### src/hdl/i2cmbe_pkg.sv
// Package for the I2C master byte engine: request codes, field widths,
// register indexes and the queue entry type. No dependencies.
package i2cmbe_pkg;

  localparam logic [2:0] REQ_NONE  = 3'd0;
  localparam logic [2:0] REQ_START = 3'd1;
  localparam logic [2:0] REQ_STOP  = 3'd2;
  localparam logic [2:0] REQ_WRITE = 3'd3;
  localparam logic [2:0] REQ_RDACK = 3'd4;
  localparam logic [2:0] REQ_RDNAK = 3'd5;

  localparam logic [1:0] REG_TPU     = 2'd0;
  localparam logic [1:0] REG_SPEED   = 2'd1;
  localparam logic [1:0] REG_TIMEOUT = 2'd2;

  localparam logic [7:0] MSB_MASK = 8'h80;

  // One tick as classified by the front part.
  typedef struct packed {
    logic       cmd_start;
    logic       cmd_stop;
    logic       cmd_write;
    logic       cmd_read;
    logic       read_ack;
    logic [7:0] tx_byte;
    logic       sda_sample;
  } tick_t;

  // Result of one tick.
  typedef struct packed {
    logic       scl_level;
    logic       sda_level;
    logic       sda_enable;
    logic       busy_res;
    logic       done_res;
    logic [7:0] rx_byte;
    logic       ack_failed;
  } res_t;

endpackage

### src/hdl/i2c_master_byte_engine.sv
// Top level of the I2C master byte engine: front decoder, tick queue and
// bit engine back part. Depends on i2cmbe_pkg and the i2cmbe_* modules.
//
// Each input transfer is one system clock tick of the engine: it carries a
// request code, a byte to send and the sampled SDA level, and it yields
// exactly one result transfer with the SCL/SDA drive and status after that
// tick. One tick is taken per clock cycle while the tick queue has room;
// each accepted tick passes through a two-entry tick queue and then a
// registered output with a skid entry, so either side may stall alone.
// Requests are honored only while the engine is idle. Configuration
// writes (0 ticks_per_us, 1 speed_units, 2 ack_timeout) are taken every
// cycle and must only be issued while the engine is idle.
module i2c_master_byte_engine import i2cmbe_pkg::*; (
  input  logic        clk,
  input  logic        rst,
  input  logic        s_tvalid,
  output logic        s_tready,
  // tdata: [2:0] req_type, [10:3] tx_byte, [11] sda_sample, rest zero.
  input  logic [15:0] s_tdata,
  output logic        m_tvalid,
  input  logic        m_tready,
  // tdata: [0] scl_level, [1] sda_level, [2] sda_enable, [3] busy_res,
  // [4] done_res, [12:5] rx_byte, [13] ack_failed, rest zero.
  output logic [15:0] m_tdata,
  input  logic        cfg_valid,
  output logic        cfg_ready,
  input  logic [1:0]  cfg_index,
  input  logic [9:0]  cfg_data
);
  logic [9:0] ticks_per_us;
  logic [7:0] speed_units;
  logic [7:0] ack_timeout;

  assign cfg_ready = 1'b1;

  always_ff @(posedge clk) begin
    if (rst) begin
      ticks_per_us <= 10'd50;
      speed_units  <= 8'd2;
      ack_timeout  <= 8'd250;
    end else if (cfg_valid) begin
      unique case (cfg_index)
        REG_TPU:     ticks_per_us <= cfg_data;
        REG_SPEED:   speed_units  <= cfg_data[7:0];
        REG_TIMEOUT: ack_timeout  <= cfg_data[7:0];
        default: ;
      endcase
    end
  end

  tick_t dec_tick, q_tick;
  logic  q_valid, q_ready;
  res_t  res;

  i2cmbe_front u_front (
    .req_type(s_tdata[2:0]), .tx_byte(s_tdata[10:3]), .sda_sample(s_tdata[11]),
    .tick(dec_tick)
  );

  i2cmbe_fifo u_fifo (
    .clk(clk), .rst(rst), .in_valid(s_tvalid), .in_ready(s_tready),
    .in_data(dec_tick), .out_valid(q_valid), .out_ready(q_ready), .out_data(q_tick)
  );

  i2cmbe_back u_back (
    .clk(clk), .rst(rst), .ticks_per_us(ticks_per_us), .speed_units(speed_units),
    .ack_timeout(ack_timeout), .in_valid(q_valid), .in_ready(q_ready),
    .in_data(q_tick), .out_valid(m_tvalid), .out_ready(m_tready), .out_data(res)
  );

  assign m_tdata = {2'b00, res.ack_failed, res.rx_byte, res.done_res, res.busy_res,
                    res.sda_enable, res.sda_level, res.scl_level};
endmodule

### src/hdl/i2cmbe_front.sv
// Front part: decodes the request code of each incoming tick.
// Depends on i2cmbe_pkg.
module i2cmbe_front import i2cmbe_pkg::*; (
  input  logic [2:0] req_type,
  input  logic [7:0] tx_byte,
  input  logic       sda_sample,
  output tick_t      tick
);
  always_comb begin
    tick.cmd_start  = (req_type == REQ_START);
    tick.cmd_stop   = (req_type == REQ_STOP);
    tick.cmd_write  = (req_type == REQ_WRITE);
    tick.cmd_read   = (req_type == REQ_RDACK) || (req_type == REQ_RDNAK);
    tick.read_ack   = (req_type == REQ_RDACK);
    tick.tx_byte    = tx_byte;
    tick.sda_sample = sda_sample;
  end
endmodule

### src/hdl/i2cmbe_fifo.sv
// Two-entry queue between the front and back parts.
// Depends on i2cmbe_pkg.
module i2cmbe_fifo import i2cmbe_pkg::*; (
  input  logic  clk,
  input  logic  rst,
  input  logic  in_valid,
  output logic  in_ready,
  input  tick_t in_data,
  output logic  out_valid,
  input  logic  out_ready,
  output tick_t out_data
);
  tick_t      mem [2];
  logic       wr_ptr;
  logic       rd_ptr;
  logic [1:0] count;
  logic       push;
  logic       pop;

  assign in_ready  = (count != 2'd2);
  assign out_valid = (count != 2'd0);
  assign out_data  = mem[rd_ptr];
  assign push      = in_valid && in_ready;
  assign pop       = out_valid && out_ready;

  always_ff @(posedge clk) begin
    if (push) mem[wr_ptr] <= in_data;
    if (rst) begin
      wr_ptr <= 1'b0;
      rd_ptr <= 1'b0;
      count  <= 2'd0;
    end else begin
      if (push) wr_ptr <= ~wr_ptr;
      if (pop) rd_ptr <= ~rd_ptr;
      count <= count + {1'b0, push} - {1'b0, pop};
    end
  end
endmodule

### src/hdl/i2cmbe_back.sv
// Back part: the bit engine state machine plus a one-entry output register
// with skid. Depends on i2cmbe_pkg.
module i2cmbe_back import i2cmbe_pkg::*; (
  input  logic       clk,
  input  logic       rst,
  input  logic [9:0] ticks_per_us,
  input  logic [7:0] speed_units,
  input  logic [7:0] ack_timeout,
  input  logic       in_valid,
  output logic       in_ready,
  input  tick_t      in_data,
  output logic       out_valid,
  input  logic       out_ready,
  output res_t       out_data
);
  typedef enum logic [3:0] {
    PH_IDLE, PH_START_A, PH_START_B, PH_STOP_A, PH_STOP_B, PH_W_LOW, PH_W_HIGH,
    PH_W_TAIL, PH_ACK_A, PH_ACK_B, PH_ACK_POLL, PH_R_LOW, PH_R_HIGH,
    PH_RA_LOW, PH_RA_HIGH
  } phase_t;

  phase_t     phase, phase_next;
  logic [3:0] bit_count, bit_count_next;
  logic [7:0] shift_reg, shift_reg_next;
  logic [9:0] unit_count, unit_count_next;
  logic [8:0] delay_count, delay_count_next;
  logic [7:0] poll_count, poll_count_next;
  logic       scl_reg, scl_reg_next, sda_reg, sda_reg_next;
  logic       read_ack_mode, read_ack_mode_next;
  logic       fail_flag, fail_flag_next;
  logic       sda_oe, sda_oe_next;
  logic [7:0] rx_hold, rx_hold_next;
  logic       done;

  logic [9:0] tpu;
  logic [8:0] s1, s2, units;
  logic [9:0] uc_inc;
  logic [8:0] dc_inc;
  logic       elapsed;
  logic       step;
  res_t       res;
  logic [3:0] bc_inc;
  logic [7:0] sh_rd;

  assign tpu    = (ticks_per_us == 10'd0) ? 10'd1 : ticks_per_us;
  assign s1     = (speed_units == 8'd0) ? 9'd1 : {1'b0, speed_units};
  assign s2     = {s1[7:0], 1'b0};
  assign uc_inc = unit_count + 10'd1;
  assign dc_inc = delay_count + 9'd1;
  assign bc_inc = bit_count + 4'd1;
  assign sh_rd  = {shift_reg[6:0], in_data.sda_sample};

  always_comb begin
    unique case (phase)
      PH_START_A, PH_START_B, PH_STOP_A, PH_STOP_B, PH_R_LOW, PH_R_HIGH: units = s2;
      PH_ACK_A, PH_ACK_B: units = 9'd1;
      default: units = s1;
    endcase
  end

  // Output register with a skid entry, so the engine can take one more tick
  // while a result waits and stops once the skid entry is full.
  res_t skid;
  logic skid_valid;
  assign in_ready = !skid_valid;
  assign step     = in_valid && in_ready;

  always_comb begin
    phase_next = phase; bit_count_next = bit_count; shift_reg_next = shift_reg;
    unit_count_next = unit_count; delay_count_next = delay_count;
    poll_count_next = poll_count; scl_reg_next = scl_reg; sda_reg_next = sda_reg;
    read_ack_mode_next = read_ack_mode; fail_flag_next = fail_flag;
    sda_oe_next = sda_oe; rx_hold_next = rx_hold; done = 1'b0; elapsed = 1'b0;
    if (phase != PH_IDLE && phase != PH_ACK_POLL) begin
      unit_count_next = uc_inc;
      if (uc_inc >= tpu) begin
        unit_count_next = 10'd0;
        delay_count_next = dc_inc;
        if (dc_inc >= units) begin
          delay_count_next = 9'd0;
          elapsed = 1'b1;
        end
      end
    end
    if (elapsed) begin
      unit_count_next = 10'd0;
      delay_count_next = 9'd0;
    end
    unique case (phase)
      PH_IDLE: begin
        if (in_data.cmd_start) begin
          sda_oe_next = 1'b1; sda_reg_next = 1'b1; scl_reg_next = 1'b1;
          phase_next = PH_START_A;
        end else if (in_data.cmd_stop) begin
          sda_oe_next = 1'b1; scl_reg_next = 1'b0; sda_reg_next = 1'b0;
          phase_next = PH_STOP_A;
        end else if (in_data.cmd_write) begin
          sda_oe_next = 1'b1; scl_reg_next = 1'b0; shift_reg_next = in_data.tx_byte;
          bit_count_next = 4'd0;
          sda_reg_next = |(in_data.tx_byte & MSB_MASK); phase_next = PH_W_LOW;
        end else if (in_data.cmd_read) begin
          sda_oe_next = 1'b0; scl_reg_next = 1'b0; shift_reg_next = 8'd0;
          bit_count_next = 4'd0; read_ack_mode_next = in_data.read_ack;
          phase_next = PH_R_LOW;
        end
        if (phase_next != PH_IDLE) begin
          unit_count_next = 10'd0; delay_count_next = 9'd0;
        end
      end
      PH_START_A: if (elapsed) begin sda_reg_next = 1'b0; phase_next = PH_START_B; end
      PH_START_B: if (elapsed) begin
        scl_reg_next = 1'b0; phase_next = PH_IDLE; done = 1'b1;
      end
      PH_STOP_A: if (elapsed) begin
        scl_reg_next = 1'b1; sda_reg_next = 1'b1; phase_next = PH_STOP_B;
      end
      PH_STOP_B: if (elapsed) begin phase_next = PH_IDLE; done = 1'b1; end
      PH_W_LOW: if (elapsed) begin scl_reg_next = 1'b1; phase_next = PH_W_HIGH; end
      PH_W_HIGH: if (elapsed) begin scl_reg_next = 1'b0; phase_next = PH_W_TAIL; end
      PH_W_TAIL: if (elapsed) begin
        bit_count_next = bc_inc;
        shift_reg_next = {shift_reg[6:0], 1'b0};
        if (bc_inc >= 4'd8) begin
          sda_oe_next = 1'b0; sda_reg_next = 1'b1; phase_next = PH_ACK_A;
        end else begin
          sda_reg_next = shift_reg[6]; phase_next = PH_W_LOW;
        end
      end
      PH_ACK_A: if (elapsed) begin scl_reg_next = 1'b1; phase_next = PH_ACK_B; end
      PH_ACK_B: if (elapsed) begin poll_count_next = 8'd0; phase_next = PH_ACK_POLL; end
      PH_ACK_POLL: begin
        if (!in_data.sda_sample) begin
          scl_reg_next = 1'b0; fail_flag_next = 1'b0; phase_next = PH_IDLE;
          done = 1'b1; unit_count_next = 10'd0; delay_count_next = 9'd0;
        end else if (poll_count >= ack_timeout) begin
          fail_flag_next = 1'b1; sda_oe_next = 1'b1; scl_reg_next = 1'b0;
          sda_reg_next = 1'b0; phase_next = PH_STOP_A;
          unit_count_next = 10'd0; delay_count_next = 9'd0;
        end else begin
          poll_count_next = poll_count + 8'd1;
        end
      end
      PH_R_LOW: if (elapsed) begin scl_reg_next = 1'b1; phase_next = PH_R_HIGH; end
      PH_R_HIGH: if (elapsed) begin
        shift_reg_next = sh_rd; bit_count_next = bc_inc; scl_reg_next = 1'b0;
        if (bc_inc >= 4'd8) begin
          rx_hold_next = sh_rd; sda_oe_next = 1'b1;
          sda_reg_next = !read_ack_mode; phase_next = PH_RA_LOW;
        end else begin
          phase_next = PH_R_LOW;
        end
      end
      PH_RA_LOW: if (elapsed) begin scl_reg_next = 1'b1; phase_next = PH_RA_HIGH; end
      PH_RA_HIGH: if (elapsed) begin
        scl_reg_next = 1'b0; phase_next = PH_IDLE; done = 1'b1;
      end
      default: begin
        phase_next = PH_IDLE; unit_count_next = 10'd0; delay_count_next = 9'd0;
      end
    endcase
    res.scl_level  = scl_reg_next;
    res.sda_level  = sda_reg_next;
    res.sda_enable = sda_oe_next;
    res.busy_res   = (phase_next != PH_IDLE);
    res.done_res   = done;
    res.rx_byte    = rx_hold_next;
    res.ack_failed = fail_flag_next;
  end

  always_ff @(posedge clk) begin
    if (rst) begin
      phase <= PH_IDLE; bit_count <= 4'd0; shift_reg <= 8'd0;
      unit_count <= 10'd0; delay_count <= 9'd0; poll_count <= 8'd0;
      scl_reg <= 1'b1; sda_reg <= 1'b1; read_ack_mode <= 1'b0;
      fail_flag <= 1'b0; sda_oe <= 1'b1; rx_hold <= 8'd0;
      out_valid <= 1'b0; skid_valid <= 1'b0;
    end else begin
      if (step) begin
        phase <= phase_next; bit_count <= bit_count_next;
        shift_reg <= shift_reg_next; unit_count <= unit_count_next;
        delay_count <= delay_count_next; poll_count <= poll_count_next;
        scl_reg <= scl_reg_next; sda_reg <= sda_reg_next;
        read_ack_mode <= read_ack_mode_next; fail_flag <= fail_flag_next;
        sda_oe <= sda_oe_next; rx_hold <= rx_hold_next;
      end
      if (!out_valid || out_ready) begin
        if (skid_valid) begin
          out_data <= skid; out_valid <= 1'b1; skid_valid <= 1'b0;
        end else begin
          out_data <= res; out_valid <= step;
        end
      end else if (step) begin
        skid <= res; skid_valid <= 1'b1;
      end
    end
  end
endmodule

### config.mk
export PLATFORM = sky130hd
export DESIGN_NAME = i2c_master_byte_engine
export DESIGN_NICKNAME = d
export VERILOG_FILES = /design/src/hdl/i2cmbe_pkg.sv /design/src/hdl/i2c_master_byte_engine.sv /design/src/hdl/i2cmbe_front.sv /design/src/hdl/i2cmbe_fifo.sv /design/src/hdl/i2cmbe_back.sv
export SDC_FILE = /design/constraint.sdc
export NUM_CORES = 1
export LEC_CHECK = 0
export BUFFER_PORTS_ARGS = -buffer_cell sky130_fd_sc_hd__buf_4
export CAP_MARGIN = 10
export CORE_AREA = 3 3 183 185
export DETAILED_ROUTE_END_ITERATION = 16
export DIE_AREA = 0 0 186 188
export GPL_TIMING_DRIVEN = 0
export REMOVE_ABC_BUFFERS = 1
export SLEW_MARGIN = 30
export SYNTH_ARGS = -nofsm -noshare
export SYNTH_HDL_FRONTEND = slang
export SYNTH_SLANG_ARGS = --single-unit
### constraint.sdc
create_clock -name clk -period 5.3 [get_ports clk]
set_input_delay 1.06 -clock clk [delete_from_list [all_inputs] [get_ports clk]]
set_output_delay 1.06 -clock clk [all_outputs]
set_load 0.05 [all_outputs]
# Yosys cells after proc, flatten, opt, wreduce, memory -nomap -nowiden
# Memories as Yosys holds them, arrays and structs flattened. A register that Yosys moved wholly into a read port is not among the register bits.
# Cells that the tools add are included.
# W data, S select, Z words.
# totals
ramBits	28
wordCells	226
memories	1
register_bits	115
inputBits	33
output_inout_bits	19
# memory_table
memory	words	width	rd	rd_ports_with_merged_regs	wr	line	text
u_fifo.mem	2	14	1	1	1	i2cmbe_fifo.sv:13	tick_t mem [2];
# classes
mux	106
order_cmp	4
eq_ne	32
add_sub_neg	6
bitwise	7
reduce_logical	36
# ops
operator	count
$mux W4	24
$mux W10	7
$mux W9	7
$mux W8	7
$pmux W4 S13	1
$mux W1	42
$mux W7	6
$pmux W10 S3	1
$eq A4 B4 Y1 const B	7
$pmux W9 S3	1
$pmux W7 S3	1
$pmux W9 S2	1
$eq A4 B3 Y1 const B	4
$pmux W8 S2	1
$mux W14	1
$reduce_or A13 Y1	1
$reduce_and A6 Y1	2
$reduce_bool A4 Y1	3
$add A10 B1 Y10 const B	1
$ge A10 B10 Y1	1
$logic_not A10 Y1	1
$ne A2 B1 Y1 const B	5
$add A9 B1 Y9 const B	1
$ge A9 B9 Y1	1
39 further kinds	64

# Depth between registers and ports, before layout
# Gate-level depths: netlist of run 1.
# depth
depth_word	11
ltp_mapped	17

# By module
# Synthesis of run 1 repeated with hierarchy kept, for this count alone.
# hier_totals
cells_unflattened	847
area_unflattened_um2	8007.7
# modules_own_cells
mod	cells_per_inst	instances	area_each_um2
i2cmbe_back	655	1	5491.5
i2cmbe_fifo	67	1	1285.0
i2c_master_byte_engine	111	1	1122.3
i2cmbe_front	14	1	108.9

# Least setup slack after synthesis of run 1
# No wires, ideal clock.
# synth_timing
path_kind	register to register
startpoint	register u_back.phase[2]
endpoint	register u_back.out_data[10] (netlist bit) (data pin)
setup_slack_ps	1268
setup_time_ps	280
path_buffers	6
t_arrival_ps	3752
t_required_ps	5020
synth_period_minus_slack_ps	4032
stages_incl_launch_ff	17
path_cell_list	dfxtp_1 buf_2 buf_1 buf_1 clkbuf_1 o221ai_1 o21ai_0 nand2_1 ha_1 a41oi_1 or3b_1 buf_2 and2_1 buf_2 or4_1 a21oi_1 a41oi_1
# synth_via
elab_chain_len	11
word_cells_on_any_way	47
# synth_lines
element	line	text
start: declaration	i2cmbe_back.sv:22	phase_t phase, phase_next;
start signal: assignment	i2cmbe_back.sv:179	phase <= phase_next; bit_count <= bit_count_next;
$eq A4 B1 Y1, or another cell as far along	i2cmbe_back.sv:54, i2cmbe_back.sv:89	
$reduce_or A6 Y1 or $reduce_or A2 Y1 (tied branches)	i2cmbe_back.sv:54	unique case (phase)
$pmux W9 S2	i2cmbe_back.sv:54	
$ge A9 B9 Y1	i2cmbe_back.sv:79	if (dc_inc >= units) begin
$mux W1	i2cmbe_back.sv:79	
$mux W1	i2cmbe_back.sv:76	if (uc_inc >= tpu) begin
$mux W1	i2cmbe_back.sv:74	if (phase != PH_IDLE && phase != PH_ACK_POLL) begin
$mux W4, or another cell as far along	i2cmbe_back.sv:111, i2cmbe_back.sv:117, i2cmbe_back.sv:154	
$pmux W4 S13 *	i2cmbe_back.sv:89	unique case (phase)
$reduce_bool A4 Y1 *	i2cmbe_back.sv:164	res.busy_res = (phase_next != PH_IDLE);
$mux W14 *	i2cmbe_back.sv:187	if (skid_valid) begin
end signal: assignment	i2cmbe_back.sv:190	out_data <= res; out_valid <= step;
end: declaration	i2cmbe_back.sv:14	output res_t out_data
# Every way passes the cells marked *; elsewhere a longest branch is shown, timed or not. The select of a mux whose other input is x is not followed.
# A chain may end at the register's enable or synchronous reset.

==> results.md, run 1 <==
- The slowest stage cell on the critical path is dfxtp_1.
- The synthesized area per cell is between 9 and 10 sq um.
- At the end of routability-driven placement, the weighted congestion stood at between 0.8 and 0.9.
- The share of total power dissipated in the clock network is 0.273.
- The proportion of synthesized flip-flops having asynchronous set or reset is 0.
- The mapped netlist covers roughly 8000 sq um.
- The largest registers in the layout are u_fifo.mem: 28 flops, u_back.out_data: 14 flops, u_back.skid: 14 flops.
- The worst endpoint required time is about 5.5 ns.
- Dividing total power by cell area gives a power density of 468 nW/um^2.
- After detailed routing, the average wire length per cell comes to around 15 um.
- The number of iterations in the first detailed-routing pass is 5.
- The placed standard-cell area is 8670 sq um.
- The total wire length is slightly below 20000 um.
- The internal power of the cells is 2.58 mW.
- The number of buffers on the longest clock path is 2.
- The destination of the critical timing path is u_back.out_data[8].
- The most common cell after layout, fill and taps aside is dfxtp_1.
- The global routing usage summed across all routing layers is 0.111.
- In this run the count of I/O pins placed on the die edge is 52.
- The die is between 150 and 200 um tall.
- The cell family contributing the most delay on the critical path is simple AND/OR/NAND/NOR gates.
- Among all flip-flop cells after synthesis, the most frequent one is dfxtp_1.
- The worst-case clock skew is between 0.01 and 0.015 ns.
- The via count of the first global-routing pass is 5975.
- The register bank with the most flops is u_fifo.mem.
- The library cells used most frequently in the layout, excluding fill and tap cells, are dfxtp_1 (86), nand2_1 (76), a21oi_1 (61), edfxtp_1 (56), nor2_1 (55).
- The kind of start point of the critical path is a register.
- The total net switching power is ~1.8 mW.
- The ratio of cells with drive above 1 in the final layout is 0.139.
- The count of endpoints failing hold in the final timing report is 0.
- The synthesized netlist cell count is 866.
- The capture instance of the worst register-to-register path is u_back.out_data[8].
- The signal on the critical path passes through inv_1 -> nand2_1 -> nor2_1 -> a21oi_1 -> nand2_1 -> ha_1 -> a211oi_1 -> nor3_1 -> a2111oi_4 -> nand2_1 -> nand3_2 -> mux2_2 -> mux2_2.
- The startpoint of the lowest-slack register-to-register path is u_back.phase[0].
- The total congestion overflow after global routing is 0.
- In this run the static leakage power is about 3.5 nW.
- The number of flip-flops in the largest register is 28.
- Once detailed placement completed, the half-perimeter wirelength came to between 10000 and 15000 um.
- The number of nets in the final layout is 940.
- The floorplan die width is ~190 um.
- The DRC marker count from the first detailed-route iteration is 630.
- For flop-to-flop paths, the worst setup slack is approximately 0.4 ns.
- The worst setup path is of the register to register kind.
- The number of warning messages in the yosys log is 0.
- Of the total power, combinational logic draws 0.385.
- Final hold analysis gives a worst-case slack of roughly 0.45 ns.
- The worst stage delay on the critical path is slightly above 0.9 ns.
- The number of rows in the core area is 66.
- The critical path endpoint category is a register.
- 0 antenna diodes ended up in the layout.
- After floorplanning, the core was sized to cover 32200 sq um.
- TritonCTS built the clock tree.
- The post-synthesis sequential area ratio is 0.431.
- Counting instances, the worst hold path has a depth of 1.
- The initial utilization of the core area, before any placement, comes to 0.248.
- The clock edge transition at the registers on the reported setup and hold paths is about 0.060 ns.
- The H-tree was split into 4 levels.
- For the worst setup path, the data arrival time is 5.08 ns.
- Entering global routing, the biggest net connects just under 70 pins.
- The synthesized netlist contains between 70 and 80 unique library cells.
- The die covers between 30000 and 40000 sq um.
- The number of buffers and inverters on the critical path is 1.
- The clock net sink count is about 140.
- The proportion of total power due to net switching is 0.404.
- The cell sitting at the root of the clock tree is a clkbuf_16.
- The top fanout value on the critical path is 25.
- The total power is 4.33 mW.
- The headroom to the max-slew limit is 0.405.
- Clock tree synthesis inserted a total of 17 buffers.
- The layout overhead on the synthesized area is 15.8%.
- Dividing the detail-routed via count by the number of cells gives 5.00.
- In this run the post-CTS setup repair buffer count came out at 0.
- The portion of total power attributed to sequential cells is 0.342.
- Counting cells, the worst reg-to-reg path comes to 13.
- The tool flagged a number of max-cap violations equal to 0.
- The setup-violating endpoint count in the final report is 0.
- The run finished with clean final reports.
- The cell occurring most often along the worst timing path is nand2_1.
- At the end of the flow the core is filled with cells to 0.287.
- The synthesized design contains between 100 and 150 register bits.
- The final cycle utilization of the critical path is 0.925.
- The worst min-delay path class is register to register.
- During placement, the flow inserted port buffers numbering 44.
- Counting flops with a built-in enable in the synthesized netlist gives 56.
- Summing over every cut layer, the via total after detailed routing is between 6000 and 7000.
- In this run the number of cells on the critical path is 13.
- The final antenna-violating net count is 0.
- The post-layout minimum cycle time is just under 5 ns.
- IR analysis of the VDD net gives a maximum drop of about 0.26 mV.
- The DRC violation count after routing is 0.
- The total non-filler cell area in the finished layout is roughly 9000 sq um.
- The final count of pins violating max slew is 0.
- Setup repair after global routing left no endpoint under its margin.
- The latest clock arrival within the worst-skew pair is around 0.43 ns.
- The initial antenna violation count was 0.
- In this run the worst setup path begins at u_back.phase[0].
- The peak clock frequency supported by timing is slightly above 200 MHz.
- For the pin with the worst max-slew slack, the measured transition is around 0.89 ns.
- The first-pass GRT wire length is between 30000 and 40000 um.
cell families (layout without fill, tap and decap cells):
logic type	Yosys count	in the layout	share of synthesized area
compound gates	226	226	0.186
xor+xnor	21	21	0.0230
fa+ha+maj	33	33	0.0516
buf+inv	100	120	0.0513
flops	144	144	0.431
mux	61	61	0.0814
other cells	2	3	0.000939
simple gates	279	279	0.175
how the worst min path moves through the flow:
stage                              from             to  slack (ns)
after global routing      u_back.sda_oe  u_back.sda_oe        0.48
after detailed placement  u_back.sda_oe  u_back.sda_oe        0.44
final                     u_back.sda_oe  u_back.sda_oe        0.45
after floorplan           u_back.sda_oe  u_back.sda_oe        0.43
after global placement    u_back.sda_oe  u_back.sda_oe        0.43
after CTS                 u_back.sda_oe  u_back.sda_oe        0.46
per-stage QoR:
step	setup slack (ns)	setup TNS, ns	cells
floorplan	1.05	0	808
global placement	-1.66	-46.54	1260
detailed placement	0.462	0	1263
CTS	0.412	0	1295
global route	0.0856	0	1295
finish	0.398	0	1295
cell usage after synthesis (4+ instances only):
cell type | number | area [sq um]
o22ai_1 | 8 | 50.1
or2_2 | 4 | 25.0
o32ai_1 | 4 | 35.0
a211oi_1 | 7 | 52.6
nor2_1 | 56 | 210
or4_1 | 7 | 52.6
nand4_1 | 5 | 31.3
nand2_1 | 76 | 285
o21a_1 | 4 | 30.0
o31ai_1 | 8 | 60.1
a31oi_1 | 15 | 93.8
xor2_1 | 10 | 87.6
dfxtp_1 | 88 | 1760
mux2i_1 | 38 | 380
a311oi_1 | 4 | 35.0
o21ai_0 | 46 | 230
nor4_1 | 11 | 68.8
or3_1 | 11 | 68.8
edfxtp_1 | 56 | 1680
inv_1 | 41 | 154
a2111oi_0 | 7 | 61.3
a21o_1 | 7 | 52.6
buf_1 | 10 | 37.5
ha_1 | 33 | 413
and3_1 | 9 | 56.3
buf_2 | 7 | 35.0
nand3_1 | 26 | 130
nor3b_1 | 4 | 30.0
a22o_1 | 4 | 35.0
and2_1 | 6 | 37.5
mux2_2 | 22 | 248
o221ai_1 | 7 | 61.3
nor3_1 | 32 | 160
a21oi_1 | 61 | 305
clkbuf_1 | 36 | 135
buf_4 | 5 | 37.5
nand2b_1 | 9 | 56.3
o211ai_1 | 13 | 97.6
xnor2_1 | 11 | 96.3
nor2b_1 | 5 | 31.3
metal layers:
layer | global-route usage | share of wire
met4 | 0.0392 | 0.017
met2 | 0.173 | 0.46
met5 | 0 | 0.0024
met1 | 0.150 | 0.47
met3 | 0.0264 | 0.050
timing repair:
action	in CTS	in global routing
endpoints found under the setup margin	0	9
hold buffers	0	0
resized for setup	0	1
power by group through the flow:
stage               logic (mW)  registers (mW)  clock network (mW)
global route              1.84            1.51                1.25
floorplan                 1.07            1.55                   0
CTS                       1.65            1.48                1.21
global placement          1.58            1.51                   0
finish                    1.67            1.48                1.18
detailed placement        1.64            1.50                   0
area by class of cell:
type                    count  area, sq um
fillers                  3369        23000
repair buffers             47          389
clock inverters            12          138
inverters                  41          154
flip-flops and latches    144         3450
multi-input cells         623         4180
well taps                 408          510
clock buffers              20          437
worst register-to-register path: stages (launching register included):
cell and delay, ns:
dfxtp_1 0.91, inv_1 0.47, nand2_1 0.37, nor2_1 0.07
a21oi_1 0.12, nand2_1 0.09, ha_1 0.30, a211oi_1 0.25
nor3_1 0.13, a2111oi_4 0.34, nand2_1 0.54, nand3_2 0.41
mux2_2 0.40, mux2_2 0.27
No activity file was read; power rests on OpenSTA's default activity.
==> inputs of run 2 (changes only) <==
--- a/config.mk
+++ b/config.mk
@@ -7,10 +7,13 @@
 export LEC_CHECK = 0
 export BUFFER_PORTS_ARGS = -buffer_cell sky130_fd_sc_hd__buf_4
 export CAP_MARGIN = 10
+export CELL_PAD_IN_SITES_DETAIL_PLACEMENT = 0
+export CELL_PAD_IN_SITES_GLOBAL_PLACEMENT = 2
 export CORE_AREA = 3 3 183 185
 export DETAILED_ROUTE_END_ITERATION = 16
 export DIE_AREA = 0 0 186 188
 export GPL_TIMING_DRIVEN = 0
+export PLACE_DENSITY_LB_ADDON = 0.1
 export REMOVE_ABC_BUFFERS = 1
 export SLEW_MARGIN = 30
 export SYNTH_ARGS = -nofsm -noshare
==> results.md, run 2 (synthesis gave the netlist of run 1 again) <==
- The total number of H-tree levels came to 4 (unchanged).
- RSZ-0062 raised after global routing: false (unchanged).
- The number of buffers added by the clock tree synthesis step is 17 (unchanged).
- The ratio of cells with drive above 1 in the final layout is 0.146 (was 0.139).
- The endpoint of the worst hold path is u_back.sda_oe (unchanged).
- The via count of the first global-routing pass is 6698 (was 5975).
- The via count is 6549 (was 6469).
- The end-of-flow core utilization came to 0.290 (was 0.287).
- The peak clock frequency supported by timing came to 208 MHz (was 204 MHz).
- The worst-case hold slack is 0.462 ns (was 0.453 ns).
- Largest registers: u_fifo.mem: 28 flops, u_back.out_data: 14 flops, u_back.skid: 14 flops (unchanged).
- The classification of the worst setup path is register to register (unchanged).
- The first-pass GRT wire length is 37800 um (was 31400 um).
- The setup-violating endpoint count in the final report is 0 (unchanged).
- The clock tree from TritonCTS is yes (unchanged).
- The flop-to-flop setup slack is 0.50 ns (was 0.40 ns).
- The count of max-cap constraint violations came to 0 (unchanged).
- The DRC violation count after routing came to 0 (unchanged).
- The capture instance of the worst register-to-register path is u_back.poll_count[4] (was u_back.out_data[8]).
- The instance count after placement with tap cells included was 1265 (was 1263).
- The clock net sink count is 144 (unchanged).
- The final cycle utilization of the critical path is 0.906 (was 0.925).
- The headroom to the max-slew limit is 0.364 (was 0.405).
- The area of the core was 32200 sq um (unchanged).
- The most common cell after layout, fill and taps aside is dfxtp_1 (unchanged).
- The pin count of the biggest net entering global routing is 69 (unchanged).
- The initial core utilization is 0.248 (unchanged).
- The post-route setup TNS came to 0 ns (unchanged).
- The count of endpoints failing hold in the final timing report is 0 (unchanged).
- The slack of the critical path was 0.500 ns (was 0.398 ns).
- The die outline height is 188 um (unchanged).
- The path depth of the worst reg2reg path came to 12 (was 13).
- The count of pins on the block boundary is 52 (unchanged).
- The latest clock arrival within the worst-skew pair came to 0.45 ns (was 0.43 ns).
- The half-perimeter wire length of the detailed placement result is 17200 um (was 13500 um).
- Commonest non-fill, non-tap cells in the layout: dfxtp_1 (86), nand2_1 (75), a21oi_1 (61), edfxtp_1 (56), nor2_1 (55) (was dfxtp_1 (86), nand2_1 (76), a21oi_1 (61), edfxtp_1 (56), nor2_1 (55)).
- The static leakage power was 3.55 nW (was 3.51 nW).
- The number of flip-flops in the largest register is 28 (unchanged).
- The startpoint of the lowest-slack register-to-register path is u_back.phase[1] (was u_back.phase[0]).
- The total wire length is 24000 um (was 19300 um).
- The number of iterations in the first detailed-routing pass came to 4 (was 5).
- The number of rows in the core area is 66 (unchanged).
- The kind of start point of the critical path is a register (unchanged).
- The worst hold path startpoint is u_back.sda_oe (unchanged).
- The top fanout value on the critical path was 22 (was 25).
- The clock edge transition at the registers on the reported setup and hold paths is 0.07 ns (was 0.06 ns).
- The number of nets in the final layout is 943 (was 940).
- The measured slew at the worst slew-check pin is 0.953 ns (was 0.891 ns).
- The die outline area is 35000 sq um (unchanged).
- The number of vias per cell came to 5.05 (was 5.00).
- The post-CTS setup repair buffer count was 0 (unchanged).
- Outcome: finished, final reports clean (unchanged).
- The detail-routed net length per standard cell came to 18.5 um (was 14.9 um).
- The quantity of I/O buffers inserted on ports came to 44 (unchanged).
- The layout filler cell count is 3392 (was 3369).
- The worst endpoint required time is 5.68 ns (was 5.48 ns).
- The worst min-delay path class is register to register (unchanged).
- The maximum vdd drop came to 0.273 mV (was 0.263 mV).
- The setup slack at placement was 0.171 ns (was 0.462 ns).
- The worst hold path stage count was 1 (unchanged).
- The power per unit of standard cell area is 488 nW/um^2 (was 468 nW/um^2).
- The initial antenna violation count is 0 (unchanged).
- The final count of pins violating max slew is 0 (unchanged).
- The non-filler instance count after layout was 1298 (was 1295).
- The register bank with the most flops is u_fifo.mem (unchanged).
- The critical path endpoint category was a register (unchanged).
- The cell at the root of the clock tree is clkbuf_16 (unchanged).
- The floorplan die width is 186 um (unchanged).
- The antenna diode count is 0 (unchanged).
- The layout overhead on the synthesized area is 16.8% (was 15.8%).
- The global routing usage summed across all routing layers is 0.141 (was 0.111).
- The final antenna-violating net count was 0 (unchanged).
- The total congestion overflow after global routing is 0 (unchanged).
- The number of buffers on the longest clock path came to 2 (unchanged).
- The DRC marker count from the first detailed-route iteration is 257 (was 630).
- The worst-case clock skew is 0.0126 ns (was 0.0106 ns).
- The post-layout minimum cycle time is 4.80 ns (was 4.90 ns).
- The worst endpoint data arrival time is 5.17 ns (was 5.08 ns).
- The routability congestion estimate is 0.755 (was 0.876).
[run 2: changes by cell type in the layout (fill, tap and decap cells not counted), moves of 2 or more]
cell,delta
clkbuf_16,+3
clkbuf_1,-2
clkinv_2,-3
clkinv_4,-2
inv_6,+2
[run 2: worst max path at each step]
| stage | start | endpoint | slack [ns] |
|---|---|---|---|
| 5_1_grt | u_back.phase[1] | u_back.out_data[10] | 0.17 |
| 4_1_cts | u_back.phase[1] | u_back.shift_reg[0] | 0.13 |
| 3_3_place_gp | u_fifo.count[1] | u_fifo.count[1] | -2.62 |
| 2_1_floorplan | u_fifo.count[1] | u_fifo.count[1] | 1.05 |
| 3_5_place_dp | u_back.phase[1] | u_back.shift_reg[0] | 0.17 |
| 6_report | u_back.phase[1] | u_back.poll_count[4] | 0.50 |
[run 2: through the flow]
step | area (sq um) | total power [mW]
after global placement | 8580 | 3.23
after CTS | 9330 | 4.63
after detailed placement | 8700 | 3.31
final | 9340 | 4.55
after global routing | 9340 | 4.87
after floorplan | 7740 | 2.62
[run 2: final cells by class]
class | count | area [sq um] | share of cell area
clock buffers | 22 | 518 | 0.0555
clock inverters | 10 | 110 | 0.0118
inverters | 41 | 154 | 0.0165
multi-input cells | 623 | 4180 | 0.447
flip-flops and latches | 144 | 3450 | 0.369
well taps | 408 | 510 | 0.0547
repair buffers | 50 | 424 | 0.0454
[run 2: per-layer routing]
metal / vias to the layer above / wire [um] / part of all wire / global-route usage
li1: 3219 / - / - / -
met1: 3214 / 11300 / 0.47 / 0.186
met2: 102 / 11600 / 0.48 / 0.232
met3: 14 / 830 / 0.035 / 0.0310
met4: 0 / 299 / 0.012 / 0.0407
met5: - / 0 / 0 / 0
[run 2: timing repair]
action	4_1_cts	5_1_grt
hold buffers	0	0
endpoints found under the setup margin	0	14
resized for setup	0	1
[run 2: critical path, cell delays in order (launching register included)]
cell,delay [ns]
dfxtp_1,0.84
inv_1,0.53
nand2_1,0.34
a21oi_1,0.11
o22ai_1,0.16
nand2_1,0.10
ha_1,0.38
nand4_1,0.16
or3b_1,0.47
and2_1,0.37
o32a_1,0.57
or4_1,0.55
a21oi_1,0.14
[run 2: power by group]
group | internal, mW | leakage, nW | total, mW | switching [mW]
clock | 0.756 | 0.308 | 1.29 | 0.530
sequential | 1.31 | 1.25 | 1.50 | 0.196
combinational | 0.594 | 2.00 | 1.77 | 1.17
total | 2.66 | 3.55 | 4.55 | 1.90
==> inputs of run 3 (changes only) <==
--- a/config.mk
+++ b/config.mk
@@ -18,4 +18,5 @@
 export SLEW_MARGIN = 30
 export SYNTH_ARGS = -nofsm -noshare
 export SYNTH_HDL_FRONTEND = slang
+export SYNTH_HIERARCHICAL = 1
 export SYNTH_SLANG_ARGS = --single-unit
==> results.md, run 3 <==
- The startpoint of the lowest-slack register-to-register path is u_back/phase[1] (was u_back.phase[1]).
- The measured slew at the worst slew-check pin is 0.860 ns (was 0.953 ns).
- The synthesized netlist cell count is 847 (was 866).
- The ratio of cells with drive above 1 in the final layout was 0.156 (was 0.146).
- The power per unit of standard cell area is 490 nW/um^2 (was 488 nW/um^2).
- The kind of start point of the critical path was a register (unchanged).
- The total wire length is 22100 um (was 24000 um).
- The count of endpoints failing hold in the final timing report is 0 (unchanged).
- The global routing usage summed across all routing layers is 0.129 (was 0.141).
- The post-CTS setup repair buffer count came to 0 (unchanged).
- The flop-to-flop setup slack is 0.55 ns (was 0.50 ns).
- The area of the core is 32200 sq um (unchanged).
- The fraction of post-synthesis cell area in the top cell type by area is 0.220 (about the same).
- The final cycle utilization of the critical path is 0.897 (was 0.906).
- The slack of the critical path is 0.547 ns (was 0.500 ns).
- The quantity of I/O buffers inserted on ports was 44 (unchanged).
- The initial core utilization came to 0.249 (was 0.248).
- The post-synthesis cell type count is 73 (was 76).
- The number of nets in the final layout was 926 (was 943).
- The peak clock frequency supported by timing is 210 MHz (was 208 MHz).
- The first-pass GRT wire length is 35200 um (was 37800 um).
- The static leakage power is 3.48 nW (was 3.55 nW).
- The number of vias per cell is 4.80 (was 5.05).
- The placed standard-cell area came to 8650 sq um (was 8700 sq um).
- The critical path endpoint category is a register (unchanged).
- The proportion of synthesized flip-flops having asynchronous set or reset is 0 (unchanged).
- The post-layout minimum cycle time is 4.75 ns (was 4.80 ns).
- The worst endpoint data arrival time was 4.92 ns (was 5.17 ns).
- The most common cell in the synthesized netlist is nor2_1 (was dfxtp_1).
- The routability congestion estimate is 0.770 (was 0.755).
- Cell Chain, Critical Path: inv_1 -> nor2_1 -> or3_1 -> a21boi_0 -> o22ai_1 -> ha_1 -> nand2b_1 -> a41oi_1 -> nor3b_1 -> nor2_1 -> nor2_1 -> nand3_1 -> mux2_2 -> mux2_2 (was inv_1 -> nand2_1 -> a21oi_1 -> o22ai_1 -> nand2_1 -> ha_1 -> nand4_1 -> or3b_1 -> and2_1 -> o32a_1 -> or4_1 -> a21oi_1).
- The worst-case hold slack is 0.480 ns (was 0.462 ns).
- The latest clock arrival within the worst-skew pair came to 0.42 ns (was 0.45 ns).
- The worst min-delay path class is register to register (unchanged).
- The end-of-flow core utilization is 0.286 (was 0.290).
- Leading cell types by count after synthesis: nor2_1 (118), dfxtp_1 (88), edfxtp_1 (56) (was dfxtp_1 (88), nand2_1 (76), a21oi_1 (61)).
- The initial antenna violation count is 0 (unchanged).
- The headroom to the max-slew limit came to 0.426 (was 0.364).
- The post-synthesis sequential area ratio came to 0.430 (was 0.431).
- The via count is 6143 (was 6549).
- Commonest non-fill, non-tap cells in the layout: nor2_1 (117), dfxtp_1 (85), edfxtp_1 (56), nand2_1 (54), buf_4 (43) (was dfxtp_1 (86), nand2_1 (75), a21oi_1 (61), edfxtp_1 (56), nor2_1 (55)).
- The instance count after placement with tap cells included is 1249 (was 1265).
- The prevailing post-synth register cell is dfxtp_1 (unchanged).
- The worst hold path startpoint is speed_units[0] (was u_back.sda_oe).
- The antenna diode count is 0 (unchanged).
- The number of iterations in the first detailed-routing pass is 4 (unchanged).
- The half-perimeter wire length of the detailed placement result is 15600 um (was 17200 um).
- Top area cells in the synthesized netlist: dfxtp_1 (22%), edfxtp_1 (21%), nor2_1 (5.5%) (was dfxtp_1 (22%), edfxtp_1 (21%), ha_1 (5.2%)).
- The top fanout value on the critical path is 19 (was 22).
- Largest registers: u_fifo/mem: 28 flops, u_back/out_data: 14 flops, u_back/skid: 14 flops (was u_fifo.mem: 28 flops, u_back.out_data: 14 flops, u_back.skid: 14 flops).
- The count of max-cap constraint violations is 0 (unchanged).
- The floorplan die width is 186 um (unchanged).
- The die outline area was 35000 sq um (unchanged).
- The clock edge transition at the registers on the reported setup and hold paths was 0.07 ns (about the same).
- The final antenna-violating net count is 0 (unchanged).
- The DRC marker count from the first detailed-route iteration is 444 (was 257).
- The DRC violation count after routing is 0 (unchanged).
- The detail-routed net length per standard cell is 17.2 um (was 18.5 um).
- The layout overhead on the synthesized area came to 14.9% (was 16.8%).
- The number of rows in the core area came to 66 (unchanged).
- The startpoint of the worst setup timing path is u_back/phase[1] (was u_back.phase[1]).
- The setup-violating endpoint count in the final report is 0 (unchanged).
- The number of flip-flops in the largest register was 28 (unchanged).
- The library cell with the largest summed area after synthesis is dfxtp_1 (unchanged).
- The synthesized area per cell is 9.45 sq um (was 9.23 sq um).
- The classification of the worst setup path is register to register (unchanged).
- The via count of the first global-routing pass is 6054 (was 6698).
- The slowest stage cell on the critical path is or3_1 (was dfxtp_1).
- The cell that appears most often on the critical path is nor2_1.
- The pin count of the biggest net entering global routing is 102 (was 69).
- The final count of pins violating max slew came to 0 (unchanged).
- The total number of H-tree levels is 4 (unchanged).
- RSZ-0062 raised after global routing: false (unchanged).
- The clock net sink count came to 144 (unchanged).
- The worst-case clock skew is 0.0120 ns (was 0.0126 ns).
- The number of buffers added by the clock tree synthesis step was 17 (unchanged).
- The capture instance of the worst register-to-register path was u_back/out_data[5] (was u_back.poll_count[4]).
- The number of buffers on the longest clock path is 2 (unchanged).
- The number of enable flip-flop cells after synthesis is 56 (unchanged).
- The setup slack at placement is 0.297 ns (was 0.171 ns).
- The count of state elements after synthesis is 144 (unchanged).
- The total power is 4.51 mW (was 4.55 mW).
- The post-route setup TNS was 0 ns (unchanged).
- The total congestion overflow after global routing is 0 (unchanged).
- The cell area after synthesis is 8010 sq um (was 8000 sq um).
- The count of pins on the block boundary is 52 (unchanged).
- The die outline height came to 188 um (unchanged).
- The worst endpoint required time was 5.47 ns (was 5.68 ns).
- The total non-filler cell area in the finished layout is 9200 sq um (was 9340 sq um).
- The cell at the root of the clock tree is clkbuf_16 (unchanged).
- The worst stage delay on the critical path is 0.53 ns (was 0.84 ns).
- The register bank with the most flops is u_fifo/mem (was u_fifo.mem).
- Outcome: finished, final reports clean (unchanged).
- The path depth of the worst reg2reg path is 14 (was 12).
- The number of warning messages in the yosys log is 6 (was 0).
- The most common cell after layout, fill and taps aside is nor2_1 (was dfxtp_1).
- The maximum vdd drop is 0.148 mV (was 0.273 mV).
- The non-filler instance count after layout came to 1281 (was 1298).
- The destination of the critical timing path is u_back/out_data[5] (was u_back.poll_count[4]).
- The clock tree from TritonCTS is yes (unchanged).
## run 3: cell types whose count changed after synthesis, sizes merged, moves of 9 or more
cell	change
nand2b	+26
nand2	-20
nor3	-12
inv	-14
a22oi	+11
a21oi	-22
o21ai	-16
nor2	+60
clkbuf	-9
mux2	+13
## run 3: per-layer routing
metal,part of all wire,global-route usage,vias to the layer above
met1,0.53,0.197,2974
li1,-,-,3074
met5,0,0,-
met2,0.44,0.190,88
met4,0.0083,0.0286,0
met3,0.030,0.0225,7
## run 3: how the worst min path moves through the flow
stage | end | slack (ns) | depth (start not counted)
floorplan | u_back/read_ack_mode | 0.45 | 2
CTS | speed_units[0] | 0.49 | 2
global placement | u_back/bit_count[3] | 0.47 | 1
detailed placement | speed_units[0] | 0.47 | 2
global route | speed_units[0] | 0.49 | 2
finish | speed_units[0] | 0.48 | 2
## run 3: critical path: cells and delay by family (launching register included)
family,cells,cell delay (ns)
flops,1,0.43
mux,2,0.71
fa+ha+maj,1,0.27
simple gates,7,1.99
buf+inv,1,0.45
compound gates,3,0.62
## run 3: cells by family (layout without fill, tap and decap cells)
logic type / Yosys count / in the layout / synth area share
fa+ha+maj: 33 / 33 / 0.0516
mux: 72 / 72 / 0.101
other cells: 2 / 3 / 0.000938
buf+inv: 83 / 108 / 0.0484
compound gates: 173 / 173 / 0.150
xor+xnor: 22 / 22 / 0.0241
flops: 144 / 144 / 0.430
simple gates: 318 / 318 / 0.194
## run 3: final cells by class
class	instances	area, sq um
fillers	3372	23000
multi-input cells	621	4210
flip-flops and latches	144	3450
well taps	408	510
clock buffers	19	433
repair buffers	47	377
clock inverters	13	114
inverters	29	109
## run 3: timing repair
item | CTS | global route
hold buffers | 0 | 0
endpoints found under the setup margin | 0 | 8
resized for setup | 0 | 1
## run 3: power breakdown
part | internal (mW) | leakage, nW | switching, mW | total [mW]
clock network | 0.647 | 0.259 | 0.497 | 1.14
logic | 0.651 | 1.97 | 1.16 | 1.81
registers | 1.35 | 1.25 | 0.193 | 1.55
total | 2.65 | 3.48 | 1.85 | 4.51
